<file path="config.mk">
export PLATFORM = sky130hd
export DESIGN_NAME = rsfc_core
export DESIGN_NICKNAME = d
export VERILOG_FILES = /design/src/rsfc_pkg.sv /design/src/rsfc_core.sv
export VERILOG_INCLUDE_DIRS = /design/src /design/src/src
export SDC_FILE = /design/constraint.sdc
export NUM_CORES = 1
export LEC_CHECK = 0
export BUFFER_PORTS_ARGS = -buffer_cell sky130_fd_sc_hd__buf_2
export CAP_MARGIN = 20
export CORE_MARGIN = 5
export CORE_UTILIZATION = 45
export DETAILED_ROUTE_END_ITERATION = 8
export PLACE_DENSITY = 0.62
export SLEW_MARGIN = 10
export SYNTH_ARGS = -nofsm -noshare
export SYNTH_HDL_FRONTEND = slang
export SYNTH_SLANG_ARGS = --single-unit
</file>
<file path="constraint.sdc">
create_clock -name clk -period 4.1 [get_ports clk]
set_input_delay 0.41 -clock clk [delete_from_list [all_inputs] [get_ports clk]]
set_output_delay 0.41 -clock clk [all_outputs]
set_load 0.02 [all_outputs]
</file>
<file path="src/rs485_frame_checker_macros.svh">
// Assertion macros used by the frame checker core RTL.
`ifndef RS485_FRAME_CHECKER_MACROS_SVH
`define RS485_FRAME_CHECKER_MACROS_SVH

// Condition that must hold at every clock edge outside reset.
`define RSFC_ASSERT(name, cond, msg) \
  name: assert property (@(posedge clk) disable iff (rst) (cond)) else $error(msg);

// Condition in one cycle that implies another in the next cycle.
`define RSFC_ASSERT_NEXT(name, ante, cons, msg) \
  name: assert property (@(posedge clk) disable iff (rst) (ante) |=> (cons)) \
    else $error(msg);

`endif

</file>
<file path="src/rsfc_pkg.sv">
`default_nettype none

package rsfc_pkg;

  localparam logic [15:0] CRC_POLY     = 16'h1021;
  localparam logic [15:0] CRC_INIT     = 16'hFFFF;
  localparam logic [7:0]  END_MARK     = 8'hFF;
  localparam int          OVERHEAD     = 6;
  localparam int          HEADER_BYTES = 3;

  // Reset values of the configuration registers
  localparam logic [7:0] MASTER_ADDR_RST = 8'd1;
  localparam logic [7:0] SLAVE1_ADDR_RST = 8'd10;
  localparam logic [7:0] SLAVE2_ADDR_RST = 8'd11;
  localparam logic [6:0] FRAME_LEN_RST   = 7'd16;

  typedef enum logic [1:0] {
    REG_MASTER_ADDR = 2'd0,
    REG_SLAVE1_ADDR = 2'd1,
    REG_SLAVE2_ADDR = 2'd2,
    REG_FRAME_LEN   = 2'd3
  } cfg_index_t;

  typedef enum logic [2:0] {
    STAT_PENDING       = 3'd0,
    STAT_ACCEPTED      = 3'd1,
    STAT_NOT_ADDRESSED = 3'd2,
    STAT_LEN_TOO_LARGE = 3'd3,
    STAT_BAD_END       = 3'd4,
    STAT_CRC_ERROR     = 3'd5
  } status_t;

  typedef struct packed {
    logic [7:0] master_address;
    logic [7:0] first_slave_address;
    logic [7:0] second_slave_address;
    logic [6:0] frame_length;
  } cfg_t;

  typedef struct packed {
    logic [7:0] data_byte;
    logic       data_valid;
    logic       frame_done;
    status_t    status;
    logic [7:0] source_address;
  } result_t;

  // CRC-16/CCITT-FALSE update over one byte, MSB first
  function automatic logic [15:0] crc16_byte(input logic [15:0] crc_in,
                                             input logic [7:0] data);
    logic [15:0] c;
    c = crc_in ^ {data, 8'h00};
    for (int k = 0; k < 8; k++) begin
      if (c[15]) begin
        c = {c[14:0], 1'b0} ^ CRC_POLY;
      end else begin
        c = {c[14:0], 1'b0};
      end
    end
    return c;
  endfunction

endpackage

`default_nettype wire

</file>
<file path="src/rsfc_core.sv">
`default_nettype none

module rsfc_core #(
  parameter int MAX_FRAME = 64
) (
  input  wire logic             clk,
  input  wire logic             rst,
  input  wire logic             step,
  input  wire rsfc_pkg::cfg_t   cfg,
  input  wire logic [7:0]       rx_byte,
  input  wire logic             restart,
  output rsfc_pkg::result_t     res
);
  import rsfc_pkg::*;

  `include "rs485_frame_checker_macros.svh"

  localparam int PW  = (MAX_FRAME > 2) ? $clog2(MAX_FRAME) : 1;
  localparam int LCW = $clog2(MAX_FRAME + 1);
  localparam int LW  = (LCW > 7) ? LCW : 7;
  localparam int MW  = (LW > 8) ? LW : 8;

  // Frame state
  logic [PW-1:0] byte_position, byte_position_next;
  logic [15:0]   crc_register, crc_register_next;
  logic [7:0]    destination_seen, destination_seen_next;
  logic [7:0]    source_seen, source_seen_next;
  logic [7:0]    payload_count, payload_count_next;
  logic [7:0]    received_crc_high, received_crc_high_next;

  // Working values after an optional restart
  logic [PW-1:0] pos;
  logic [15:0]   crc_base, crc_upd;
  logic [7:0]    dst_base, dst_upd;
  logic [7:0]    src_base, src_upd;
  logic [7:0]    cnt_base, cnt_upd;
  logic [7:0]    rch_base, rch_upd;

  logic [LW-1:0] len_raw, len, pos_ext;
  logic [MW-1:0] pos_wide, cnt_wide, room;
  logic          src_ok, done, valid;
  status_t       status;

  // Clamp the frame length into the supported range
  always_comb begin
    len_raw = LW'(cfg.frame_length);
    if (len_raw < LW'(OVERHEAD)) begin
      len = LW'(OVERHEAD);
    end else if (len_raw > LW'(MAX_FRAME)) begin
      len = LW'(MAX_FRAME);
    end else begin
      len = len_raw;
    end
  end

  // Drop a partial frame on restart
  always_comb begin
    if (restart) begin
      pos      = '0;
      crc_base = CRC_INIT;
      dst_base = '0;
      src_base = '0;
      cnt_base = '0;
      rch_base = '0;
    end else begin
      pos      = byte_position;
      crc_base = crc_register;
      dst_base = destination_seen;
      src_base = source_seen;
      cnt_base = payload_count;
      rch_base = received_crc_high;
    end
  end

  // Classify the byte by its position and update the frame fields
  always_comb begin
    pos_ext  = LW'(pos);
    pos_wide = MW'(pos);
    cnt_wide = MW'(cnt_base);
    room     = MW'(len - LW'(OVERHEAD));
    src_ok   = (src_base == cfg.first_slave_address) ||
               (src_base == cfg.second_slave_address);
    crc_upd  = crc_base;
    dst_upd  = dst_base;
    src_upd  = src_base;
    cnt_upd  = cnt_base;
    rch_upd  = rch_base;
    done     = 1'b0;
    valid    = 1'b0;
    status   = STAT_PENDING;
    if (pos_ext >= len - LW'(1)) begin
      done = 1'b1;
      if (!src_ok || dst_base != cfg.master_address) begin
        status = STAT_NOT_ADDRESSED;
      end else if (cnt_wide > room) begin
        status = STAT_LEN_TOO_LARGE;
      end else if (rx_byte != END_MARK) begin
        status = STAT_BAD_END;
      end else if (crc_base != 16'h0000) begin
        status = STAT_CRC_ERROR;
      end else begin
        status = STAT_ACCEPTED;
      end
    end else if (pos_ext == len - LW'(2)) begin
      // zero here means the received CRC matches
      crc_upd = crc_base ^ {rch_base, rx_byte};
    end else if (pos_ext == len - LW'(3)) begin
      rch_upd = rx_byte;
    end else begin
      crc_upd = crc16_byte(crc_base, rx_byte);
      if (pos_ext == LW'(0)) begin
        dst_upd = rx_byte;
      end else if (pos_ext == LW'(1)) begin
        src_upd = rx_byte;
      end else if (pos_ext == LW'(2)) begin
        cnt_upd = rx_byte;
      end else if (pos_wide - MW'(HEADER_BYTES) < cnt_wide) begin
        valid = 1'b1;
      end
    end
  end

  // Build the result item
  always_comb begin
    res.data_byte      = rx_byte;
    res.data_valid     = valid;
    res.frame_done     = done;
    res.status         = status;
    res.source_address = (pos_ext == LW'(0)) ? 8'h00 : src_upd;
  end

  // Clear the state after the last byte, else advance
  always_comb begin
    if (done) begin
      byte_position_next     = '0;
      crc_register_next      = CRC_INIT;
      destination_seen_next  = '0;
      source_seen_next       = '0;
      payload_count_next     = '0;
      received_crc_high_next = '0;
    end else begin
      byte_position_next     = pos + PW'(1);
      crc_register_next      = crc_upd;
      destination_seen_next  = dst_upd;
      source_seen_next       = src_upd;
      payload_count_next     = cnt_upd;
      received_crc_high_next = rch_upd;
    end
  end

  always_ff @(posedge clk) begin
    if (rst) begin
      byte_position     <= '0;
      crc_register      <= CRC_INIT;
      destination_seen  <= '0;
      source_seen       <= '0;
      payload_count     <= '0;
      received_crc_high <= '0;
    end else if (step) begin
      byte_position     <= byte_position_next;
      crc_register      <= crc_register_next;
      destination_seen  <= destination_seen_next;
      source_seen       <= source_seen_next;
      payload_count     <= payload_count_next;
      received_crc_high <= received_crc_high_next;
    end
  end

  `RSFC_ASSERT_NEXT(a_clear_after_done, step && res.frame_done,
    byte_position == '0 && crc_register == CRC_INIT, "state not cleared after frame end")
  `RSFC_ASSERT(a_status_on_done, (res.status != STAT_PENDING) == res.frame_done,
    "status and frame end disagree")
  `RSFC_ASSERT(a_valid_not_last, !(res.data_valid && res.frame_done),
    "payload mark on last byte")

endmodule

`default_nettype wire

</file>
# Word-level counts from Yosys, hierarchy flattened
# Index checks and enable logic that the tools add are counted.
[word_totals] register_bits=54 in_bits=43 out_inout_bits=21 word_cells=119
[classes] add_sub_neg=6 order_cmp=5 eq_ne=8 mux=78 n_bitwise=10 n_reduce_logical=6
[op_table] operator="$mux W16" count=26
[op_table] operator="$mux W8" count=27
[op_table] operator="$mux W13" count=8
[op_table] operator="$xor A16 B16 Y16" count=2
[op_table] operator="$not A3 Y3" count=8
[op_table] operator="$eq A8 B8 Y1" count=2
[op_table] operator="$reduce_bool A16 Y1" count=1
[op_table] operator="$mux W3" count=5
[op_table] operator="$eq A6 B7 Y1" count=2
[op_table] operator="$mux W7" count=2
[op_table] operator="$sub A7 B2 Y7 const B" count=2
[op_table] operator="$mux W6" count=2
[op_table] operator="$gt A8 B8 Y1" count=1
[op_table] operator="$lt A8 B8 Y1" count=1
[op_table] operator="$mux W1" count=8
[op_table] operator="$ne A8 B8 Y1" count=1
[op_table] operator="$ne A8 B8 Y1 const B" count=1
[op_table] operator="$sub A7 B3 Y8 const B" count=1
[op_table] operator="$ge A6 B7 Y1" count=1
[op_table] operator="$gt A7 B7 Y1 const B" count=1
[op_table] operator="$logic_not A7 Y1" count=1
[op_table] operator="$lt A7 B3 Y1 const B" count=1
[op_table] operator="$sub A6 B2 Y7 const B" count=1
[op_table] operator="$sub A7 B1 Y7 const B" count=1
[op_table] operator="other kinds (6)" count=7

# Logic depth before layout (Yosys ltp)
# Gate-level depths: netlist of run 1.
[depth] depth_word=44 ltp_mapped=17 depth_no_buf=15

# Worst setup path before layout of run 1
# OpenSTA, ideal clock, no wires.
[synth_timing] kind="input to output" start="in cfg[5] in the netlist's numbering" end="out res[5] in the netlist's numbering" t_arrival_ns=3.132 path_slack_ns=0.558 path_stages=14 n_path_buf=3 path_cell_list="buf_6 nor3_4 o21a_1 inv_1 ha_1 clkbuf_1 and3b_1 o211a_1 o31ai_4 a211oi_2 a21o_4 nor2_8 buf_6 mux2_4"
[synth_lines] item="start: declaration" line_no="rsfc_core.sv:9" rtl="input wire rsfc_pkg::cfg_t cfg,"
[synth_lines] item="end: declaration" line_no="rsfc_core.sv:12" rtl="output rsfc_pkg::result_t res"

==> summary by stage, run 1 <==
Run status
The flow ran to the end, and the final reports show no timing, DRC or antenna violations.

Logic synthesis
After synthesis the cells add up to ~5600 um2. The count of yosys warnings during synthesis is 0. The fraction of the mapped netlist area in compound gates is between 30% and 40%.

Of the total synthesized cell area, the portion taken by XOR and XNOR cells is under 10%. The proportion of synthesized area in mux cells is 2.14%. The basic-gate share of the synthesized area counting and, or, nand and nor cells is approximately a quarter. The flip-flop and latch count after synthesis is 54.

By area the synthesized netlist is led by sky130_fd_sc_hd__dfxtp_1 19%, sky130_fd_sc_hd__xnor2_1 7.5%, sky130_fd_sc_hd__ha_1 6.9%, sky130_fd_sc_hd__nor2_1 6.3%, sky130_fd_sc_hd__nand2_1 3.7%. The most instantiated library cell after synthesis is sky130_fd_sc_hd__nor2_1. Counting instances in the post-synthesis netlist gives the leading cell types as 94 x sky130_fd_sc_hd__nor2_1, 55 x sky130_fd_sc_hd__nand2_1, 54 x sky130_fd_sc_hd__dfxtp_1. Synthesis produced between 700 and 800 cells. The number of different library cells used by synthesis comes to 85. The share of the synthesized area in the top cell type is between 10% and 20%. The commonest register cell after synthesis is sky130_fd_sc_hd__dfxtp_1. Yosys mapped a number of flops with a built-in enable equal to 0. The combinational family with the most area after synthesis is compound AO/OA/AOI/OAI gates. The portion of the post-synthesis area used by sequential elements is about 19%. Each instance of the synthesized netlist takes up on average between 7 and 8 um2. Counting flops with an async set or reset pin after synthesis yields a share of 0%. sky130_fd_sc_hd__dfxtp_1 takes more of the synthesized area than any other cell.

The number of nets handed over by synthesis was approximately 800. The synthesized netlist devotes 6.91% of its cell area to adder and majority cells.

Setup path
The critical-path maximum fanout is 15. At the worst endpoint, the arrival time is around 3.5 ns. The type of destination of the critical path is an output port. STA classifies the critical path startpoint as an input pin.

The required time of the worst setup path is 3.69 ns. The classification of the worst setup path is input pin to output port.

Pwr
The power per standard cell area is between 200 and 300 nW/um2. The analysis attributes to cell leakage a power of 2.31 nW. The clock power share is about a third.

Per report_power, the sequential group accounts for between 30% and 40% of the total. The share of total power consumed by net switching is around a third. VDD sags by at most 169 uV. The switching power is 0.000521 W. Internal power comes to ~0.0010 W.

Of the total power, combinational logic draws 28.7%.

STA
The relative slew slack is about 36%. The final period utilization is a little over nine tenths. The final critical path time including I/O delays and setup is 3.95 ns. Setup repair after global routing left no endpoint under its margin. Between clock sinks in the finished design, the worst skew comes to between 0.01 and 0.015 ns. The max-slew violation count is 0.

The final setup TNS is 0 ns. The achievable clock frequency is 0.253 GHz. Setup violations remaining at the end of the flow were counted as 0. The number of hold violations in the final report is 0. The transition at the pin with the smallest max-transition slack is roughly 0.95 ns.

Setup slack on the critical path of the routed design comes to 0.150 ns.

Floorplanning
For this configuration, the core starts out at a cell density of a little under half. For this design the top-level I/O count stands at 64. The die extent in x is 122 um. The die boundary height is 122 um.

The total core area is approximately 12,000 um2. The number of standard-cell rows in the floorplan is 40. The area enclosed by the die boundary is about 15,000 um2.

CTS
The number of sinks handled by clock tree synthesis is between 50 and 60. The number of buffers inserted for hold repair after clock tree synthesis is 0. Clock latency on the worst-skew pair, taken at its later pin, is 0.30 ns. The root buffer cell is sky130_fd_sc_hd__clkbuf_16. The clock passes through at most 2 buffers. The clock edge transition at the registers on the reported setup and hold paths is about 0.080 ns. The number of clock buffers added by TritonCTS is 5.

The total number of H-tree levels is 2. The CTS tree is built.

GRT
The number of global-route vias before repair is between 5,000 and 6,000. Global routing finished with a remaining overflow of 0. The total track usage is between 20% and 30%.

Entering global routing, the biggest net connects 70 pins. The first global-routing pass estimated between 20 and 30 mm of wire. The initial antenna violation count is 0.

Layout
The number of antenna diodes in the final layout is 0. Compared with the post-synthesis result, the final layout area differs by 8.80%. The layout net count is just over 800.

Of the cells placed in the final design, the portion with a size suffix greater than 1 is 17.7%.

Placed design
The count of buffers inserted at the top-level ports is 63. The post-detailed-placement half-perimeter wirelength is around 12 mm. The congestion estimate from routability-driven global placement came to between 0.8 and 0.9. The setup slack at placement is about 0.12 ns.

Route
Using the TritonRoute via totals, the vias-per-cell ratio works out to 6.17. The residual antenna-violating net count after detailed routing is 0. The final wirelength is ~17 mm. The count of unresolved DRC violations after routing is 0. The detailed router placed roughly 5,700 vias in this run.

The first detailed-routing pass took 5 iterations. After detailed routing, the average wire length per cell comes to 18.7 um. After the first detailed-routing iteration, the DRC count stood at around 560.

Hold path
The worst hold path class is input pin to flop.

Job
The max capacitance violation total is 0.
## layout make-up
| cell class | count | area [um2] |
|---|---|---|
| clock inverters | 2 | 38.8 |
| repair buffers | 81 | 454 |
| inverters | 24 | 90.1 |
| multi-input cells | 580 | 4100 |
| well taps | 168 | 210 |
| clock buffers | 6 | 139 |
| fillers | 1227 | 6000 |
| flip-flops and latches | 54 | 1080 |
## power groups by stage
stage	Sequential, W	Clock, W	Combinational [W]
4_1_cts	0.000594	0.000522	0.000443
3_5_place_dp	0.000606	0	0.000440
5_1_grt	0.000600	0.000546	0.000489
3_3_place_gp	0.000605	0	0.000431
6_report	0.000595	0.000517	0.000448
2_1_floorplan	0.000587	0	0.000342
## registers in the layout, indices dropped and copies added, names as in the netlist
| signal | cells |
|---|---|
| byte_position | 6 |
| source_seen | 8 |
| destination_seen | 8 |
| payload_count | 8 |
| received_crc_high | 8 |
| crc_register | 16 |
## kinds of logic after synthesis
group | Yosys count
adder cells (fa/ha/maj) | 31
flip-flops | 54
XOR/XNOR | 57
AO/OA/AOI/OAI | 221
buffers and inverters | 93
other | 1
multiplexers | 9
AND/OR/NAND/NOR | 261
## layout by cell type (no fill, tap or decap), types with 16 or more instances in the layout
cell	count
sky130_fd_sc_hd__nand2_1	55
sky130_fd_sc_hd__ha_1	31
sky130_fd_sc_hd__o21ai_0	32
sky130_fd_sc_hd__nand3_1	27
sky130_fd_sc_hd__buf_4	17
sky130_fd_sc_hd__nor2_1	94
sky130_fd_sc_hd__inv_1	23
sky130_fd_sc_hd__a22o_1	16
sky130_fd_sc_hd__a31oi_1	20
sky130_fd_sc_hd__a21oi_1	19
sky130_fd_sc_hd__xnor2_1	48
sky130_fd_sc_hd__dfxtp_1	54
sky130_fd_sc_hd__buf_2	63
## path summary, 6_finish.rpt
path,start,cells after the start,endpoint,slack (ns)
setup / recovery,cfg[6],12,res[4],0.15
hold / removal,rst,2,byte_position[3],0.43
setup reg to reg,byte_position[0],9,destination_seen[3],1.28
hold reg to reg,payload_count[7],1,payload_count[7],0.48
## layer usage
metal  GRT usage, %  vias to the layer above  wire (um)
met2           38.6                      205       7980
met1           30.4                     2680       7580
met5              0                        -          0
li1               -                     2722          -
met4           8.12                        0        487
met3           3.44                       43       1050
## worst max-delay path: stages
cell	delay, ns
sky130_fd_sc_hd__buf_2	0.19
sky130_fd_sc_hd__nor4_2	0.45
sky130_fd_sc_hd__nor2_1	0.14
sky130_fd_sc_hd__ha_1	0.33
sky130_fd_sc_hd__and3b_1	0.21
sky130_fd_sc_hd__o211a_1	0.26
sky130_fd_sc_hd__o31ai_4	0.37
sky130_fd_sc_hd__a211oi_2	0.17
sky130_fd_sc_hd__a21o_4	0.28
sky130_fd_sc_hd__nor2_8	0.22
sky130_fd_sc_hd__mux2_2	0.36
sky130_fd_sc_hd__buf_2	0.16
## repair_timing
action	CTS	global route
gates resized for setup	0	2
buffers inserted	0	2
setup endpoints to repair	0	8
## through the flow
stage | power [W] | util [%] | hold slack [ns] | instances | instance area, um2
3_3_place_gp | 0.00104 | 48.7 | 0.457 | 904 | 5900
5_1_grt | 0.00164 | 50.5 | 0.466 | 915 | 6110
4_1_cts | 0.00156 | 50.3 | 0.421 | 913 | 6090
3_5_place_dp | 0.00105 | 48.8 | 0.467 | 905 | 5910
2_1_floorplan | 0.000929 | - | 0.441 | 727 | 5620
6_report | 0.00156 | 50.5 | 0.427 | 915 | 6110
Note: power is estimated with default switching activity, not from simulation.
==> inputs of run 2 (changes only) <==
ABC_AREA = 1   (was default)
==> summary by stage, run 2 <==
Run status
The run finished with clean final reports.

CTS
After clock tree synthesis, the flow added hold-fix buffers numbering 0. CTS saw 54 sinks. The clock edge transition at the registers on the reported setup and hold paths is 0.07 ns. The tree is rooted in a sky130_fd_sc_hd__clkbuf_16. Clock latency on the worst-skew pair, taken at its later pin, is around 0.3 ns. The CTS tree is built. Counting the buffers created by CTS gives 5. Counting along the longest clock path gives a buffer depth of 2. In this run the number of H-tree levels came out at 2.

Hold path
Counting instances, the worst hold path has a depth of 3. The endpoint of the worst hold path is received_crc_high[1]. The tightest min-delay check is of the input pin to flop type. The launch point of the worst hold path is rx_byte[1].

Setup path
The capturing point of the worst reg2reg path is byte_position[5]. The nature of the critical path startpoint is an input pin. The number of cells on the worst reg-to-reg path is 14.

The required time of the worst setup path is ~3.7 ns. The worst setup path is of the input pin to output port kind. The critical-path maximum fanout is 7. The register-to-register path setup slack is 1.40 ns. The critical path arrival is roughly 3.4 ns.

The type of destination of the critical path is an output port. The launch point of the worst reg-to-reg path is byte_position[4].

Pwr
IR analysis of the VDD net gives a maximum drop of 177 uV. Of the total power, registers draw a little under two fifths. Power spread over the standard cell area amounts to ~260 nW/um2. Cell internal power was estimated by the tool at between 0.0009 and 0.001 W.

The total leakage power is 2.66 nW. The portion of total power attributed to combinational logic is 31.0%. The switching power is between 0.0005 and 0.0006 W. Total power for the finished layout comes to approximately 0.0015 W. The share of total power consumed by net switching is 34.7%.

In this run, the clock network consumes 30.6% of the power.

GRT
The total track usage is 21.8%. The first-pass GRT wire length is about 26 mm. The total overflow left after global routing is 0.

The initial antenna violation count is 0. The number of global-route vias before repair is roughly 5,200. The met3 capacity usage during global routing is a little under 3%. Global routing consumed, on the met2 layer, between 30% and 40% of the routing resources.

The busiest layer in global routing is met2. The pin count of the biggest net entering global routing is 55. The met1 usage in global routing is between 20 and 30%.

Placed design
The count of buffers added on input and output ports is 63. The post-detailed-placement half-perimeter wirelength is 11.7 mm. At the placement stage, the worst setup path has a slack of around 0.24 ns.

At the end of routability-driven placement, the weighted congestion stood at 0.930.

Logic synthesis
The most instantiated library cell after synthesis is sky130_fd_sc_hd__nand2_1. By area the synthesized netlist is led by sky130_fd_sc_hd__dfxtp_1 21%, sky130_fd_sc_hd__nand2_1 19%, sky130_fd_sc_hd__ha_1 7.4%, sky130_fd_sc_hd__a21oi_1 6.7%, sky130_fd_sc_hd__xor2_1 6.5%. During synthesis, Yosys emitted a total of 0 warnings. In the synthesized netlist the dominant register cell turns out to be sky130_fd_sc_hd__dfxtp_1. The net count after synthesis is between 800 and 900. The unique cell type count in the Yosys netlist is 42. The synthesized area divided by synthesized cell count is about 6.4 um2.

In this run, synthesis inferred 0 flip-flops with an integrated enable. The commonest cells after synthesis are 265 x sky130_fd_sc_hd__nand2_1, 70 x sky130_fd_sc_hd__a21oi_1, 58 x sky130_fd_sc_hd__inv_1. The mapped cell area is roughly 5200 um2.

sky130_fd_sc_hd__dfxtp_1 takes more of the synthesized area than any other cell. Summed over its instances, the top area cell type makes up 20.7% of the synthesized netlist area. The portion of the post-synthesis area used by sequential elements is about a fifth. The flip-flop and latch count after synthesis is 54.

Synthesis handed over a netlist of ~820 instances. The fraction of synthesis flops using an asynchronous set or reset pin is 0%.

STA
The final critical path time including I/O delays and setup is between 3 and 4 ns. The final period utilization is between 90 and 100%. Measured against its own limit, the worst slew margin works out to roughly 28%.

The transition at the pin with the smallest max-transition slack is roughly 1.1 ns. The total setup violations reported at the end of the flow is 0. Setup repair after global routing left no endpoint under its margin. Between clock sinks in the finished design, the worst skew comes to 0.0104 ns. The max-slew violation count is 0. The final setup TNS is 0 ns. The achievable clock frequency is roughly 0.26 GHz. The worst path meets setup with between 0.2 and 0.3 ns of slack.

The number of hold violations in the final report is 0.

Floorplanning
The area enclosed by the die boundary is 13,900 um2. The core region is around 11,000 um2. The die boundary height is 118 um. After floorplanning, the core was divided into 39 placement rows.

In this run the horizontal extent of the chip is between 100 and 150 um. For this configuration, the core starts out at a cell density of between 40 and 50%. The top-level port count is 64.

Route
The initial DRC count is 451. The detailed-route via count is about 5,500. The first TritonRoute pass finished after 5 iterations.

In the routed design, unresolved DRC markers number 0. The number of vias per cell is 5.45. The routed design has ~16 mm of wire. The average wire per cell in the routed design is around 16 um. The residual antenna-violating net count after detailed routing is 0.

Layout
The net count of the finished layout is 930. Relative to the synthesized area, the layout overhead comes to 9.30%. The commonest non-fill, non-tap cell in the layout is sky130_fd_sc_hd__nand2_1. The top register by number of flip-flops is crc_register. The number of diodes added for antenna fixing is 0. The post-route netlist has between 10% and 20% of its cells at a drive strength greater than 1.

The register with the most flip-flops in the layout has 16 of them. Leaving out fill and tap cells, the most frequent cells in the layout are 265 x sky130_fd_sc_hd__nand2_1, 70 x sky130_fd_sc_hd__a21oi_1, 63 x sky130_fd_sc_hd__buf_2.

Job
The max capacitance violation total is 0.
==> run 2: layer usage <==
layer	routed length (um)	vias to the layer above
met4	414	0
met3	772	33
li1	-	2749
met5	0	-
met2	7360	158
met1	7060	2512
==> run 2: repair_timing <==
action,4_1_cts,5_1_grt
setup buffers,0,1
resized for setup,0,1
endpoints found under the setup margin,0,7
==> run 2: logic make-up after synthesis <==
logic type | synth area share [%]
other | 0.0718
flip-flops | 20.7
AO/OA/AOI/OAI | 13.9
buffers and inverters | 9.76
AND/OR/NAND/NOR | 37.2
adder cells (fa/ha/maj) | 7.43
XOR/XNOR | 10.9
==> run 2: critical path, cell delays in order <==
cell and delay [ns]:
sky130_fd_sc_hd__buf_2 0.13, sky130_fd_sc_hd__nor2_4 0.17, sky130_fd_sc_hd__nand3_1 0.13, sky130_fd_sc_hd__nand2_1 0.12, sky130_fd_sc_hd__nand2_2 0.10, sky130_fd_sc_hd__nand2_2 0.12, sky130_fd_sc_hd__inv_1 0.06, sky130_fd_sc_hd__ha_1 0.18
sky130_fd_sc_hd__nand2_1 0.06, sky130_fd_sc_hd__nand2_1 0.07, sky130_fd_sc_hd__nor2_1 0.12, sky130_fd_sc_hd__xor2_1 0.15, sky130_fd_sc_hd__inv_1 0.06, sky130_fd_sc_hd__ha_1 0.29, sky130_fd_sc_hd__nand2_1 0.09, sky130_fd_sc_hd__nor2_1 0.05
sky130_fd_sc_hd__o31ai_1 0.06, sky130_fd_sc_hd__o211ai_1 0.17, sky130_fd_sc_hd__nor2_4 0.15, sky130_fd_sc_hd__nand4_1 0.11, sky130_fd_sc_hd__buf_4 0.19, sky130_fd_sc_hd__nand2_1 0.10, sky130_fd_sc_hd__nand2_1 0.06, sky130_fd_sc_hd__nor2_1 0.08
sky130_fd_sc_hd__buf_2 0.17
==> run 2: through the flow <==
stage	utilization [%]	hold WS (ns)	area [um2]	instances
after CTS	49.9	0.467	5690	999
after global routing	50.0	0.473	5710	1000
after global placement	48.5	0.452	5540	991
final	50.0	0.461	5710	1000
after detailed placement	48.5	0.454	5540	991
after floorplan	-	0.441	5220	817
==> run 2: final cells by class <==
class,count,area [um2]
clock buffers,6,139
clock inverters,2,17.5
fillers,1206,5710
inverters,68,258
multi-input cells,653,3630
flip-flops and latches,54,1080
well taps,143,179
repair buffers,74,402
==> run 2: how the worst max path moves through the flow <==
stage,start,endpoint,slack (ns)
finish,cfg[3],res[7],0.28
global route,cfg[3],res[6],0.004
CTS,cfg[3],res[7],0.23
detailed placement,cfg[3],res[5],0.24
global placement,cfg[3],res[4],0.40
floorplan,cfg[3],res[2],0.64
==> run 2: power by group through the flow <==
stage          Sequential (W)  Clock (W)  Combinational [W]
2_1_floorplan        0.000579          0           0.000348
3_3_place_gp         0.000582          0           0.000447
3_5_place_dp         0.000582          0           0.000454
4_1_cts              0.000571   0.000463           0.000457
5_1_grt              0.000575   0.000487           0.000515
6_report             0.000571   0.000455           0.000460
